### config.mk
export PLATFORM = sky130hd
export DESIGN_NAME = pws_blend
export DESIGN_NICKNAME = d
export VERILOG_FILES = /design/src/sv/pws_pkg.sv /design/src/sv/pws_blend.sv
export SDC_FILE = /design/constraint.sdc
export NUM_CORES = 2
export LEC_CHECK = 0
export BUFFER_PORTS_ARGS = -buffer_cell sky130_fd_sc_hd__buf_4
export CAP_MARGIN = 20
export CORE_UTILIZATION = 43
export DETAILED_ROUTE_END_ITERATION = 6
export PLACE_DENSITY = 0.64
export SYNTH_ARGS = -nofsm -noshare
export SYNTH_HDL_FRONTEND = slang
export SYNTH_SLANG_ARGS = --single-unit
### constraint.sdc
create_clock -name clk_i -period 6.6 [get_ports clk_i]
set_input_delay 0.99 -clock clk_i [delete_from_list [all_inputs] [get_ports clk_i]]
set_output_delay 0.99 -clock clk_i [all_outputs]
set_load 0.01 [all_outputs]
### src/sv/pws_pkg.sv
// Shared types and constants for the polyline window smoother.
`default_nettype none
package pws_pkg;

  localparam int unsigned MAX_POINTS_DEF = 64;
  localparam int unsigned PASS_COUNT_DEF = 10;

  localparam int unsigned COORD_W = 32;
  localparam int unsigned GAIN_W = 17;
  localparam logic [GAIN_W-1:0] GAIN_RESET = 17'd32768;

  // window: center plus WIN_HALF on each side
  localparam int unsigned WIN_HALF = 4;
  localparam int unsigned WIN_LEN = 2 * WIN_HALF + 1;

  // sum of up to nine coordinates, its magnitude, and the window count
  localparam int unsigned SUM_W = 36;
  localparam int unsigned MAG_W = 35;
  localparam int unsigned CNT_W = 4;
  localparam int unsigned DIV_STEPS = MAG_W;
  localparam int unsigned BLEND_STAGES = 3;

  // stages between the last store cell and the first one:
  // window taps up to the center, the setup stage, divider, blend
  localparam int unsigned LOOP_EXTRA = WIN_HALF + 1 + 1 + DIV_STEPS + BLEND_STAGES;

  typedef struct packed {
    logic signed [COORD_W-1:0] x_coord;
    logic signed [COORD_W-1:0] y_coord;
    logic                      last_point;
  } pws_in_t;

  typedef struct packed {
    logic signed [COORD_W-1:0] out_x;
    logic signed [COORD_W-1:0] out_y;
    logic                      out_last;
    logic                      overflow;
  } pws_out_t;

  // one point traveling through the divider chain
  typedef struct packed {
    logic signed [COORD_W-1:0] sx;
    logic signed [COORD_W-1:0] sy;
    logic [MAG_W-1:0]          wx;
    logic [MAG_W-1:0]          wy;
    logic [CNT_W-1:0]          rx;
    logic [CNT_W-1:0]          ry;
    logic                      nx;
    logic                      ny;
    logic [CNT_W-1:0]          cnt;
    logic                      upd;
  } pws_slot_t;

endpackage
`default_nettype wire

### src/sv/pws_blend.sv
// Three-stage blend of one coordinate toward its window average, saturated.
`default_nettype none
module pws_blend (
  input  logic                                 clk_i,
  input  logic                                 en_i,
  input  logic [pws_pkg::GAIN_W-1:0]           gain_i,
  input  logic signed [pws_pkg::COORD_W-1:0]   s_i,
  input  logic [pws_pkg::MAG_W-1:0]            quot_i,
  input  logic                                 neg_i,
  input  logic                                 upd_i,
  output logic signed [pws_pkg::COORD_W-1:0]   res_o
);
  import pws_pkg::*;

  localparam int unsigned DIFF_W = COORD_W + 1;
  localparam int unsigned PROD_W = DIFF_W + GAIN_W + 1;
  localparam int unsigned SH_W = PROD_W - 16;
  localparam int unsigned RES_W = SH_W + 1;

  logic signed [DIFF_W-1:0]  avg, diff_d;
  logic signed [DIFF_W-1:0]  diff_q;
  logic signed [PROD_W-1:0]  prod_q;
  logic signed [COORD_W-1:0] s_c_q, s_d_q, res_q;
  logic                      upd_c_q, upd_d_q;
  logic signed [SH_W-1:0]    sh;
  logic signed [RES_W-1:0]   sum;
  logic signed [COORD_W-1:0] sat;

  always_comb begin
    avg    = neg_i ? -$signed(quot_i[DIFF_W-1:0]) : $signed(quot_i[DIFF_W-1:0]);
    diff_d = avg - DIFF_W'(s_i);
    sh     = prod_q[PROD_W-1:16];
    sum    = RES_W'(sh) + RES_W'(s_d_q);
    if (sum > RES_W'(signed'({1'b0, {(COORD_W-1){1'b1}}}))) begin
      sat = {1'b0, {(COORD_W-1){1'b1}}};
    end else if (sum < -RES_W'(signed'({1'b0, 1'b1, {(COORD_W-1){1'b0}}}))) begin
      sat = {1'b1, {(COORD_W-1){1'b0}}};
    end else begin
      sat = sum[COORD_W-1:0];
    end
  end

  always_ff @(posedge clk_i) begin
    if (en_i) begin
      diff_q  <= diff_d;
      s_c_q   <= s_i;
      upd_c_q <= upd_i;
      prod_q  <= diff_q * $signed({1'b0, gain_i});
      s_d_q   <= s_c_q;
      upd_d_q <= upd_c_q;
      res_q   <= upd_d_q ? sat : s_d_q;
    end
  end

  assign res_o = res_q;

endmodule
`default_nettype wire

==> impl_metrics.yaml <==
yosys:
  yosys_warnings: 0
  yosysTopAreaCellShare_pct: 38.0
  synth_top_area_cell: "fa_1"
  netlist-cell-type-count: 72
  ys_ff_latch: 166
  avgSynthCellArea_sq_um: 9.60
  synth_cells: 2944
  synth_edf_count: 166
  yosysSeqAreaShare_pct: 17.6
  syn_area_sq_um: 28300
  async_reset_ff_share_pct: 0
  synth_top_flop_cell: "edfxtp_1"
  synth.area.top_cells: "fa_1, edfxtp_1, inv_1, ha_1, nand2_1"
  synth_fp_nets: 3753
final_layout:
  insertedDiodeCount: 0
  multi_input_area_sq_um: 20800
  drive_above_1_share_pct: 17.6
  utilization_pct: 51.8
  seq_area_sq_um: 4980
  finalNetCount: 4047
  area_delta_synth_final_pct: 18.6
  fill_cells: 5953
run:
  cap_violations: 0
floorplan:
  ioPinCount: 120
  die_x_um: 258
  die_y_um: 258
  core-area_sq_um: 64700
  fp-row-count: 93
  dieArea_sq_um: 66700
  initial_core_util_pct: 43.7
route:
  drt-initial-drc-count: 1259
  first_pass_iters: 6
  viasPerCell: 4.97
  vias: 20400
  drc: 0
  postRouteAntennaNets: 0
  post_drt_wl_per_cell_um: 16.9
  wl_um: 69500
setup_path:
  start_kind: "primary input"
  path_class: "primary input to flip-flop"
  r2r_setup_slack_ps: 80
  worstPathArrival_ps: 6780
  path_max_fanout: 17
  r2r_end: "prod_q[44]"
  r2r.worst_path.cells: 22
  r2r-start: "diff_q[5]"
  critical_path_required_ps: 6800
  end_kind: "flip-flop"
timing:
  relSlewSlack_pct: 53.9
  setup_ws_ps: 21.0
  worstMarginPinSlew_ps: 684
  period_share_pct: 99.7
  period_needed_ps: 6580
  fin_setup_tns_ps: 0
  drv_slew: 0
  finalHoldViolations: 0
  clock_skew_ps: 12.6
  finalSetupViolCount: 0
  rsz0062_at_grt: "yes"
  fmax_mhz: 152
clock_network:
  cts_root_buffer: "clkbuf_16"
  htree_levels: 4
  clock_path_buffers: 2
  clk_latency_ps: 450
  cts_buffers: 17
  cts_tree: "yes"
  cts.clk_slew.worst_paths_ps: 70
  clock-sinks: 166
  cts_hold_buf: 0
global_routing:
  grt.total_usage_pct: 21.3
  grt_first_pass_wirelength_um: 111000
  grt_pass1_vias: 21700
  grt_max_degree: 75
  overflow: 0
  antenna_found_initial: 0
place:
  gp_congestion: 0.940
  numPortBuffers: 117
  place_ws_ps: -626
  place_hpwl_um: 57100
min_path:
  min_path_type: "flip-flop to flip-flop"
  holdPathEnd: "s_d_q[20]"
  min_from: "s_c_q[20]"
  hold_depth: 0
run_status:
  status: "complete, no violations"
==> cell usage in the layout (no fill, tap or decap), drive strengths merged, types with 12 or more instances in the layout <==
master	count
a21o	39
a21oi	118
and2	225
buf	375
clkbuf	24
edfxtp	166
fa	536
ha	185
inv	684
nand2	423
nand3	16
nand4	12
nor2	83
nor3	18
o21a	19
o21ai	49
o31ai	17
xnor2	99
xor2	27
==> final cells by class <==
type	instances	share of cell area, %
Multi-Input combinational cell	1994	62.0
Sequential cell	166	14.9
Timing Repair Buffer	382	10.4
Inverter	677	7.59
Tap cell	855	3.19
Clock buffer	17	1.27
Clock inverter	15	0.635
==> state kept, by name (all words and copies together), names as in the netlist <==
name     flops
prod_q      35
diff_q      33
res_o       32
s_c_q       32
s_d_q       32
upd_c_q      1
upd_d_q      1
==> per-stage QoR <==
stage	instances	hold WS, ps	instance area (sq um)
global placement	4050	401	32000
finish	4106	414	33500
floorplan	2944	400	28500
CTS	4084	414	32800
global route	4106	419	33500
detailed placement	4050	405	32000
==> synthesized netlist by cell type (16+ instances only) <==
library cell,n
clkbuf_1,97
inv_1,676
fa_1,536
ha_1,185
edfxtp_1,166
nand2_1,421
o21a_1,19
nor2_1,82
a21oi_2,25
and2_1,225
nor3_1,17
o31ai_1,16
a21o_1,39
a21oi_1,93
o21ai_0,39
xor2_1,27
xnor2_1,99
==> routing by layer <==
metal / global-route usage (%) / part of all wire, % / up-vias
met4: 7.15 / 3.0 / 0
met3: 2.00 / 4.1 / 101
met2: 38.4 / 52 / 444
li1: - / - / 9590
met5: 0 / 0 / -
met1: 26.8 / 41 / 10300
==> critical path, cell delays in order <==
cell and delay, ps:
buf_12 130, and2_1 170, fa_1 530, inv_1 60, fa_2 500, fa_2 550
inv_1 60, fa_2 590, fa_1 440, fa_2 550, ha_1 250, a21o_4 250
a2111oi_4 390, a21oi_4 130, a311oi_2 270, buf_4 200, nor3b_4 50, o21a_1 190
o21a_1 220, nor2_2 140, xnor2_1 80
==> cell families after synthesis <==
| group | count (synthesis) | synth area share [%] |
|---|---|---|
| DFF | 166 | 17.6 |
| xor gates and xnor gates | 126 | 3.91 |
| buffers and inverters | 784 | 10.6 |
| adders and majority gates | 721 | 46.2 |
| muxes | 1 | 0.0399 |
| and+or+nand+nor | 830 | 14.0 |
| AOI/OAI and AO/OA | 316 | 7.71 |
==> repair_timing <==
item / in CTS / in global routing
pin swaps: 9 / 62
buffers inserted: 2 / 15
endpoints found under the setup margin: 11 / 17
gates resized for setup: 33 / 112
cloned: 0 / 7
endpoints found under the hold margin: 0 / 0
==> worst max path at each step <==
stage | startpoint | slack (ps) | end | depth (start not counted)
after global routing | gain_i[6] | -150 | prod_q[44] | 25
after detailed placement | gain_i[3] | -630 | prod_q[50] | 23
after CTS | gain_i[4] | 0.6 | prod_q[50] | 23
final | gain_i[6] | 20 | prod_q[44] | 21
after floorplan | gain_i[6] | -80 | prod_q[50] | 23
after global placement | gain_i[3] | -620 | prod_q[38] | 23
Power is left out: the tool's default activity adds up to more than one toggle a clock period on the data nets, which glitch-free logic cannot reach.
