File: config.mk
export PLATFORM = sky130hd
export DESIGN_NAME = pws_div_cell
export DESIGN_NICKNAME = d
export VERILOG_FILES = /design/src/sv/pws_pkg.sv /design/src/sv/pws_div_cell.sv
export SDC_FILE = /design/constraint.sdc
export NUM_CORES = 1
export LEC_CHECK = 0
export BUFFER_PORTS_ARGS = -buffer_cell sky130_fd_sc_hd__buf_2
export CAP_MARGIN = 10
export CORE_UTILIZATION = 30
export CTS_CLUSTER_SIZE = 28
export DETAILED_ROUTE_END_ITERATION = 10
export PLACE_DENSITY_LB_ADDON = 0.2
export RECOVER_POWER = 100
export SLEW_MARGIN = 20
export SYNTH_ARGS = -nofsm -noshare
export SYNTH_HDL_FRONTEND = slang
export SYNTH_SLANG_ARGS = --single-unit
File: constraint.sdc
create_clock -name clk_i -period 1.77 [get_ports clk_i]
set_input_delay 0.354 -clock clk_i [delete_from_list [all_inputs] [get_ports clk_i]]
set_output_delay 0.354 -clock clk_i [all_outputs]
set_load 0.02 [all_outputs]
File: src/sv/pws_pkg.sv
// Shared types and constants for the polyline window smoother.
`default_nettype none
package pws_pkg;

  localparam int unsigned MAX_POINTS_DEF = 64;
  localparam int unsigned PASS_COUNT_DEF = 10;

  localparam int unsigned COORD_W = 32;
  localparam int unsigned GAIN_W = 17;
  localparam logic [GAIN_W-1:0] GAIN_RESET = 17'd32768;

  // window: center plus WIN_HALF on each side
  localparam int unsigned WIN_HALF = 4;
  localparam int unsigned WIN_LEN = 2 * WIN_HALF + 1;

  // sum of up to nine coordinates, its magnitude, and the window count
  localparam int unsigned SUM_W = 36;
  localparam int unsigned MAG_W = 35;
  localparam int unsigned CNT_W = 4;
  localparam int unsigned DIV_STEPS = MAG_W;
  localparam int unsigned BLEND_STAGES = 3;

  // stages between the last store cell and the first one:
  // window taps up to the center, the setup stage, divider, blend
  localparam int unsigned LOOP_EXTRA = WIN_HALF + 1 + 1 + DIV_STEPS + BLEND_STAGES;

  typedef struct packed {
    logic signed [COORD_W-1:0] x_coord;
    logic signed [COORD_W-1:0] y_coord;
    logic                      last_point;
  } pws_in_t;

  typedef struct packed {
    logic signed [COORD_W-1:0] out_x;
    logic signed [COORD_W-1:0] out_y;
    logic                      out_last;
    logic                      overflow;
  } pws_out_t;

  // one point traveling through the divider chain
  typedef struct packed {
    logic signed [COORD_W-1:0] sx;
    logic signed [COORD_W-1:0] sy;
    logic [MAG_W-1:0]          wx;
    logic [MAG_W-1:0]          wy;
    logic [CNT_W-1:0]          rx;
    logic [CNT_W-1:0]          ry;
    logic                      nx;
    logic                      ny;
    logic [CNT_W-1:0]          cnt;
    logic                      upd;
  } pws_slot_t;

endpackage
`default_nettype wire

File: src/sv/pws_div_cell.sv
// One restoring division step on both coordinates, carrying the point along.
`default_nettype none
module pws_div_cell (
  input  logic              clk_i,
  input  logic              en_i,
  input  pws_pkg::pws_slot_t slot_i,
  output pws_pkg::pws_slot_t slot_o
);
  import pws_pkg::*;

  logic [CNT_W:0] tx, ty, dv;
  logic           gex, gey;
  pws_slot_t      slot_d, slot_q;

  always_comb begin
    dv  = {1'b0, slot_i.cnt};
    tx  = {slot_i.rx, slot_i.wx[MAG_W-1]};
    ty  = {slot_i.ry, slot_i.wy[MAG_W-1]};
    gex = (tx >= dv);
    gey = (ty >= dv);
    slot_d    = slot_i;
    slot_d.wx = {slot_i.wx[MAG_W-2:0], gex};
    slot_d.wy = {slot_i.wy[MAG_W-2:0], gey};
    slot_d.rx = gex ? CNT_W'(tx - dv) : tx[CNT_W-1:0];
    slot_d.ry = gey ? CNT_W'(ty - dv) : ty[CNT_W-1:0];
  end

  always_ff @(posedge clk_i) begin
    if (en_i) begin
      slot_q <= slot_d;
    end
  end

  assign slot_o = slot_q;

endmodule
`default_nettype wire

==> results of run 1 <==
==> Yosys cell counts <==
library cell  instances
a21oi_1               2
edfxtp_1            149
ha_1                  8
fa_1                  2
mux2_4                2
inv_1                 9
nor2_1                8
a21oi_2               2
nor3_1                4
o21ai_1               2
nor2_4                2
nand2b_1              2
mux2i_1               4
nand2_1               2
nand4_1               2
xnor2_1               2
==> area by class of cell <==
| class | instances | area, sq um |
|---|---|---|
| fillers | 1519 | 8800 |
| diodes | 1 | 2.50 |
| clock inverters | 14 | 150 |
| flip-flops and latches | 149 | 4470 |
| repair buffers | 308 | 1380 |
| well taps | 216 | 270 |
| clock buffers | 18 | 429 |
| inverters | 9 | 33.8 |
| multi-input cells | 44 | 344 |
==> metal layers <==
metal	share of wire	up-vias
met1	0.34	1480
met4	0.025	4
li1	-	1450
met3	0.12	28
met2	0.51	183
met5	0.0020	-
==> critical path, stage by stage <==
cell	delay [ps]
clkbuf_1	160
inv_1	90
ha_1	330
nand2b_1	110
a21oi_1	90
nor2_1	180
mux2_2	360
==> final timing paths <==
check	start	end	slack [ps]	cells past startpoint
worst min-delay path	slot_i[126]	slot_o[126]	110	1
worst max-delay path	slot_i[2]	slot_o[13]	260	7
==> cell families after synthesis <==
kind of cell	share of synthesized area
AO/OA/AOI/OAI	0.00770
XOR/XNOR	0.00359
adder cells (fa/ha/maj)	0.0287
buffers and inverters	0.00692
flip-flops	0.917
multiplexers	0.0144
AND/OR/NAND/NOR	0.0215
==> power groups by stage <==
stage	registers [mW]	clock network, mW	logic (mW)
floorplan	4.75	0	0.115
global placement	4.35	0	1.08
detailed placement	4.35	0	1.10
CTS	4.28	3.63	1.10
global route	4.32	3.77	1.05
finish	4.29	3.52	0.971
==> summary.txt, run 1 <==
Status = finished, final reports clean
Cells after Synth = 202
Finished Cell Area = 7080 sq um
Vias per Instance = 4.14
Post-DP HPWL = 9.25 mm
CTS Buf Count = 17
Final setup fails = 0
Final setup TNS = 0 ps
Pwr Density = 1240 nW/um^2
Total I/O pin count = 300
Antenna violation net count after detailed routing = 0
Most frequent cells in the layout = 155 x clkbuf_1, 149 x edfxtp_1, 145 x buf_2
DIE AREA = 16,800 sq um
GRT Max-Usage Layer = met2
Total wire length = 12.3 mm
Clk pin slew, worst setup/hold paths = 60 ps
Die width = 130 microns
Max Fclk = 661 MHz
Total GRT Usage = 0.143
Initial antenna violation count = 3
Final core utilization = 0.446
Most common cell after layout, fill and taps aside = clkbuf_1
Non-Filler Instances = 759
Critical path peak fanout = 2
Drt pass-1 iters = 4
Seq/Total Area, Yosys = 0.917
Pin count of the biggest net entering global routing = 38
Fin. Hold Viols = 0
CTS tree = done
Synth warn = 0
Row cnt = 46
Sequential share of power = 0.489
Dpl cells = 726
Post-CTS setup buffers = 0
Iter 0 DRT Violations = 92
Max_slew headroom = 0.384
Required @ worst endpoint = 1940 ps
Grt met2 use = 0.255
Clock buffer depth = 2
Worst slew pin tran = 923 ps
Static leakage = 2.73 nW
Met3 Use GR = 0.0735
Clk pwr share = 0.401
Largest register FFs = 149
Area fraction of the dominant cell type after synthesis = 0.917
Crit. End Element = flip-flop
WP data arrival = 1680 ps
# port buffers = 299
DRC = 0
CTS resizes = 0
Area growth from synthesis to layout = 45.2%
Hold WS = 112 ps
Mapped Nets = 363
Synth area leader = edfxtp_1
MaxCap Viol Count = 0
Vias in the first global route = 3,198
Core area = 15,900 sq um
Overall die height = 130 microns
Kind of critical path = in2reg
Layout cells sized above 1 = 0.343
GR Overflow Total = 0
Worst setup margin = 257 ps
Synth Register Bits = 149
Switching power = 2.18 mW
Power, Total = 8.78 mW
# H-tree levels = 4
Slew Viols, Final = 0
Top post-synthesis cells by area = edfxtp_1 92%, ha_1 2.1%, fa_1 0.82%
Switching Fraction = 0.248
Nature of the critical path startpoint = input pin
Syn avg cell area = 24.2 sq um
Clock sink count = 149
Post-place setup slack = -6.43 ps
Combinational share of power = 0.111
Final Cycle Share = 0.855
Int Pwr = 6.60 mW
Initial Utilization = 0.307
First-pass GRT wire length = 17.2 mm
Cell Area, Placed = 6780 sq um
Met1 Usage GRT = 0.134
Post-Syn Area = 4880 sq um
WL/cell = 16.2 microns
Final GP Congestion = 0.849
Clk root buf = clkbuf_16
RSZ-0062 raised after global routing = no
Unique masters post-synth = 16
Tmin final = 1510 ps
VDD IR max = 575 uV
Total number of vias = 3,145
Hold Buf Count CTS = 0
Min-Delay Path Class = in2reg
Nets = 690
Power figures use the tool's default switching activity.
==> run 2, diff against run 1 <==
--- a/config.mk
+++ b/config.mk
@@ -6,4 +6,5 @@
 export NUM_CORES = 1
 export LEC_CHECK = 0
+export ABC_AREA = 1
 export BUFFER_PORTS_ARGS = -buffer_cell sky130_fd_sc_hd__buf_2
 export CAP_MARGIN = 10
==> constraint.sdc (replaced) <==
create_clock -name clk_i -period 1.77 [get_ports clk_i]
set_input_delay 0.354 -clock clk_i [delete_from_list [all_inputs] [get_ports clk_i]]
set_output_delay 0.354 -clock clk_i [all_outputs]
set_load 0.005 [all_outputs]
==> summary.txt, run 2 <==
Core area = 16,000 sq um (+0.72%)
Total I/O pin count = 300 (unchanged)
Mapped Nets = 385 (+6.1%)
CTS Buf Count = 17 (unchanged)
Max Fclk = 667 MHz (+0.95%)
Top post-synthesis cells by area = edfxtp_1 90%, ha_1 2.0%, nand2_1 1.7%
Antenna violation net count after detailed routing = 0 (unchanged)
Clock buffer depth = 2 (unchanged)
Drt pass-1 iters = 4 (unchanged)
Crit. End Element = flip-flop
Synth top cells by count = 149 x edfxtp_1, 22 x nand2_1, 15 x inv_1
Most common cell after layout, fill and taps aside = buf_2
Largest register FFs = 149 (unchanged)
Slew Viols, Final = 0 (unchanged)
Cells after Synth = 224 (+11%)
CTS tree = done
Worst slew pin tran = 821 ps (-102 ps)
ANT cells = 0 (-1)
# port buffers = 299 (unchanged)
Area fraction of the dominant cell type after synthesis = 0.904 (-0.0130)
DRC = 0 (unchanged)
Nature of the critical path startpoint = input pin
Clock sink count = 149 (unchanged)
Vias in the first global route = 3,182 (-0.50%)
Ys flop type = edfxtp_1
Layout cells sized above 1 = 0.396 (+0.0525)
WP data arrival = 1540 ps (-140 ps)
Nets = 709 (+2.8%)
Most frequent cells in the layout = 180 x buf_2, 149 x edfxtp_1, 119 x clkbuf_1
Post-place setup slack = 64.0 ps (+70.5 ps)
Post-CTS setup buffers = 0 (unchanged)
CP bufs+invs = 2 (unchanged)
Unique masters post-synth = 15 (-1)
Post-Syn Area = 4950 sq um (+1.4%)
MaxCap Viol Count = 0 (unchanged)
Worst setup margin = 272 ps (+14.3 ps)
Overall die height = 130 microns (+0.70%)
Cell family with most CP delay = buffers and inverters
Hold path startpoint = slot_i[62]
Hold Buf Count CTS = 0 (unchanged)
Syn avg cell area = 22.1 sq um (-8.5%)
Initial Utilization = 0.309 (+0.00217)
Total number of vias = 3,157 (+0.38%)
Seq/Total Area, Yosys = 0.904 (-0.0130)
EDFF count, synth = 149 (unchanged)
Max_slew headroom = 0.453 (+0.0683)
RSZ-0062 raised after global routing = no
Area growth from synthesis to layout = 44.8%
Critical Path Start = en_i
Die width = 130 microns (+0.70%)
Iter 0 DRT Violations = 184 (+100%)
Status = finished, final reports clean
DIE AREA = 17,000 sq um (+1.4%)
Synth warn = 0 (unchanged)
Critical path peak fanout = 27 (+25)
Pin count of the biggest net entering global routing = 41 (+7.9%)
Final GP Congestion = 0.847 (-0.25%)
Final setup TNS = 0 ps (unchanged)
First-pass GRT wire length = 17.1 mm (-0.32%)
Synth area leader = edfxtp_1
# H-tree levels = 4 (unchanged)
WL/cell = 15.9 microns (-1.7%)
Fillcell total = 1,523 (+0.26%)
Synth async-reset ratio = 0 (unchanged)
Tmin final = 1500 ps (-14.3 ps)
Final Cycle Share = 0.846 (-0.00808)
Initial antenna violation count = 1 (-2)
Post-DP HPWL = 9.42 mm (+1.8%)
Cell Area, Placed = 6790 sq um (+0.15%)
Min-Delay Path Class = in2reg
Worst stage delay on the critical path = 620 ps (+260 ps)
Fin. Hold Viols = 0 (unchanged)
Synth Register Bits = 149 (unchanged)
Crit path depth = 2 (-5)
Slowest-stage cell, CP = clkbuf_2
Row cnt = 46 (unchanged)
Static leakage = 2.90 nW (+6.0%)
Vias per Instance = 4.06 (-1.9%)
Clk pin slew, worst setup/hold paths = 70 ps (about the same)
Total GRT Usage = 0.141 (-0.00235)
GR Overflow Total = 0 (unchanged)
Finished Cell Area = 7160 sq um (+1.1%)
Kind of critical path = in2reg
Pwr Density = 1170 nW/um^2 (-5.9%)
Clk root buf = clkbuf_16
Top-count cell post-synth = edfxtp_1
Required @ worst endpoint = 1810 ps (-130 ps)
Total wire length = 12.4 mm (+0.59%)
VDD IR max = 611 uV (+6.3%)
Cell chain of the critical path = clkbuf_2 > clkbuf_1
CTS resizes = 0 (unchanged)
Final setup fails = 0 (unchanged)
Hold Path Cell Cnt = 1 (unchanged)
==> run 2: cell types whose count changed in the layout (fill, tap and decap cells not counted), sizes merged, moves of 4 or more <==
cell / change
buf: +34
clkbuf: -38
nand2: +24
mux2i: -4
nand3: +8
nor3: -4
inv: +11
==> run 2: per-layer routing <==
metal	track usage	wire length, microns	share of wire	vias up
met5	0	13	0.0011	-
met4	0.0467	115	0.0093	2
met3	0.0672	1420	0.11	11
met2	0.255	6510	0.53	169
met1	0.142	4290	0.35	1476
li1	-	-	-	1499
==> run 2: per-stage QoR <==
step	std cells	power, mW	utilization	hold slack [ps]
final	777	8.35	0.448	115
after global routing	777	8.73	0.448	85.6
after CTS	777	8.54	0.460	90.2
after detailed placement	745	5.13	0.424	532
after global placement	745	5.11	0.424	532
after floorplan	224	4.54	-	453
==> run 2: path summary, 6_finish.rpt <==
kind                     end
setup / recovery  slot_o[13]
hold / removal    slot_o[63]
==> run 2: power by group <==
part	switching, mW	internal, mW	leakage (nW)
registers	0.0746	4.21	1.46
logic	0.374	0.306	1.17
clock network	1.53	1.86	0.274
==> run 2: area by class of cell <==
type | count | area, sq um | area share
flip-flops and latches | 149 | 4470 | 0.625
repair buffers | 305 | 1410 | 0.196
clock buffers | 17 | 425 | 0.0594
multi-input cells | 60 | 393 | 0.0548
well taps | 216 | 270 | 0.0377
clock inverters | 15 | 138 | 0.0192
inverters | 15 | 56.3 | 0.00786
==> run 2: kinds of logic after synthesis <==
logic type      synth area share
compound gates           0.00202
simple gates              0.0506
fa+ha+maj                 0.0283
xor+xnor                 0.00354
flops                      0.904
buf+inv                   0.0114
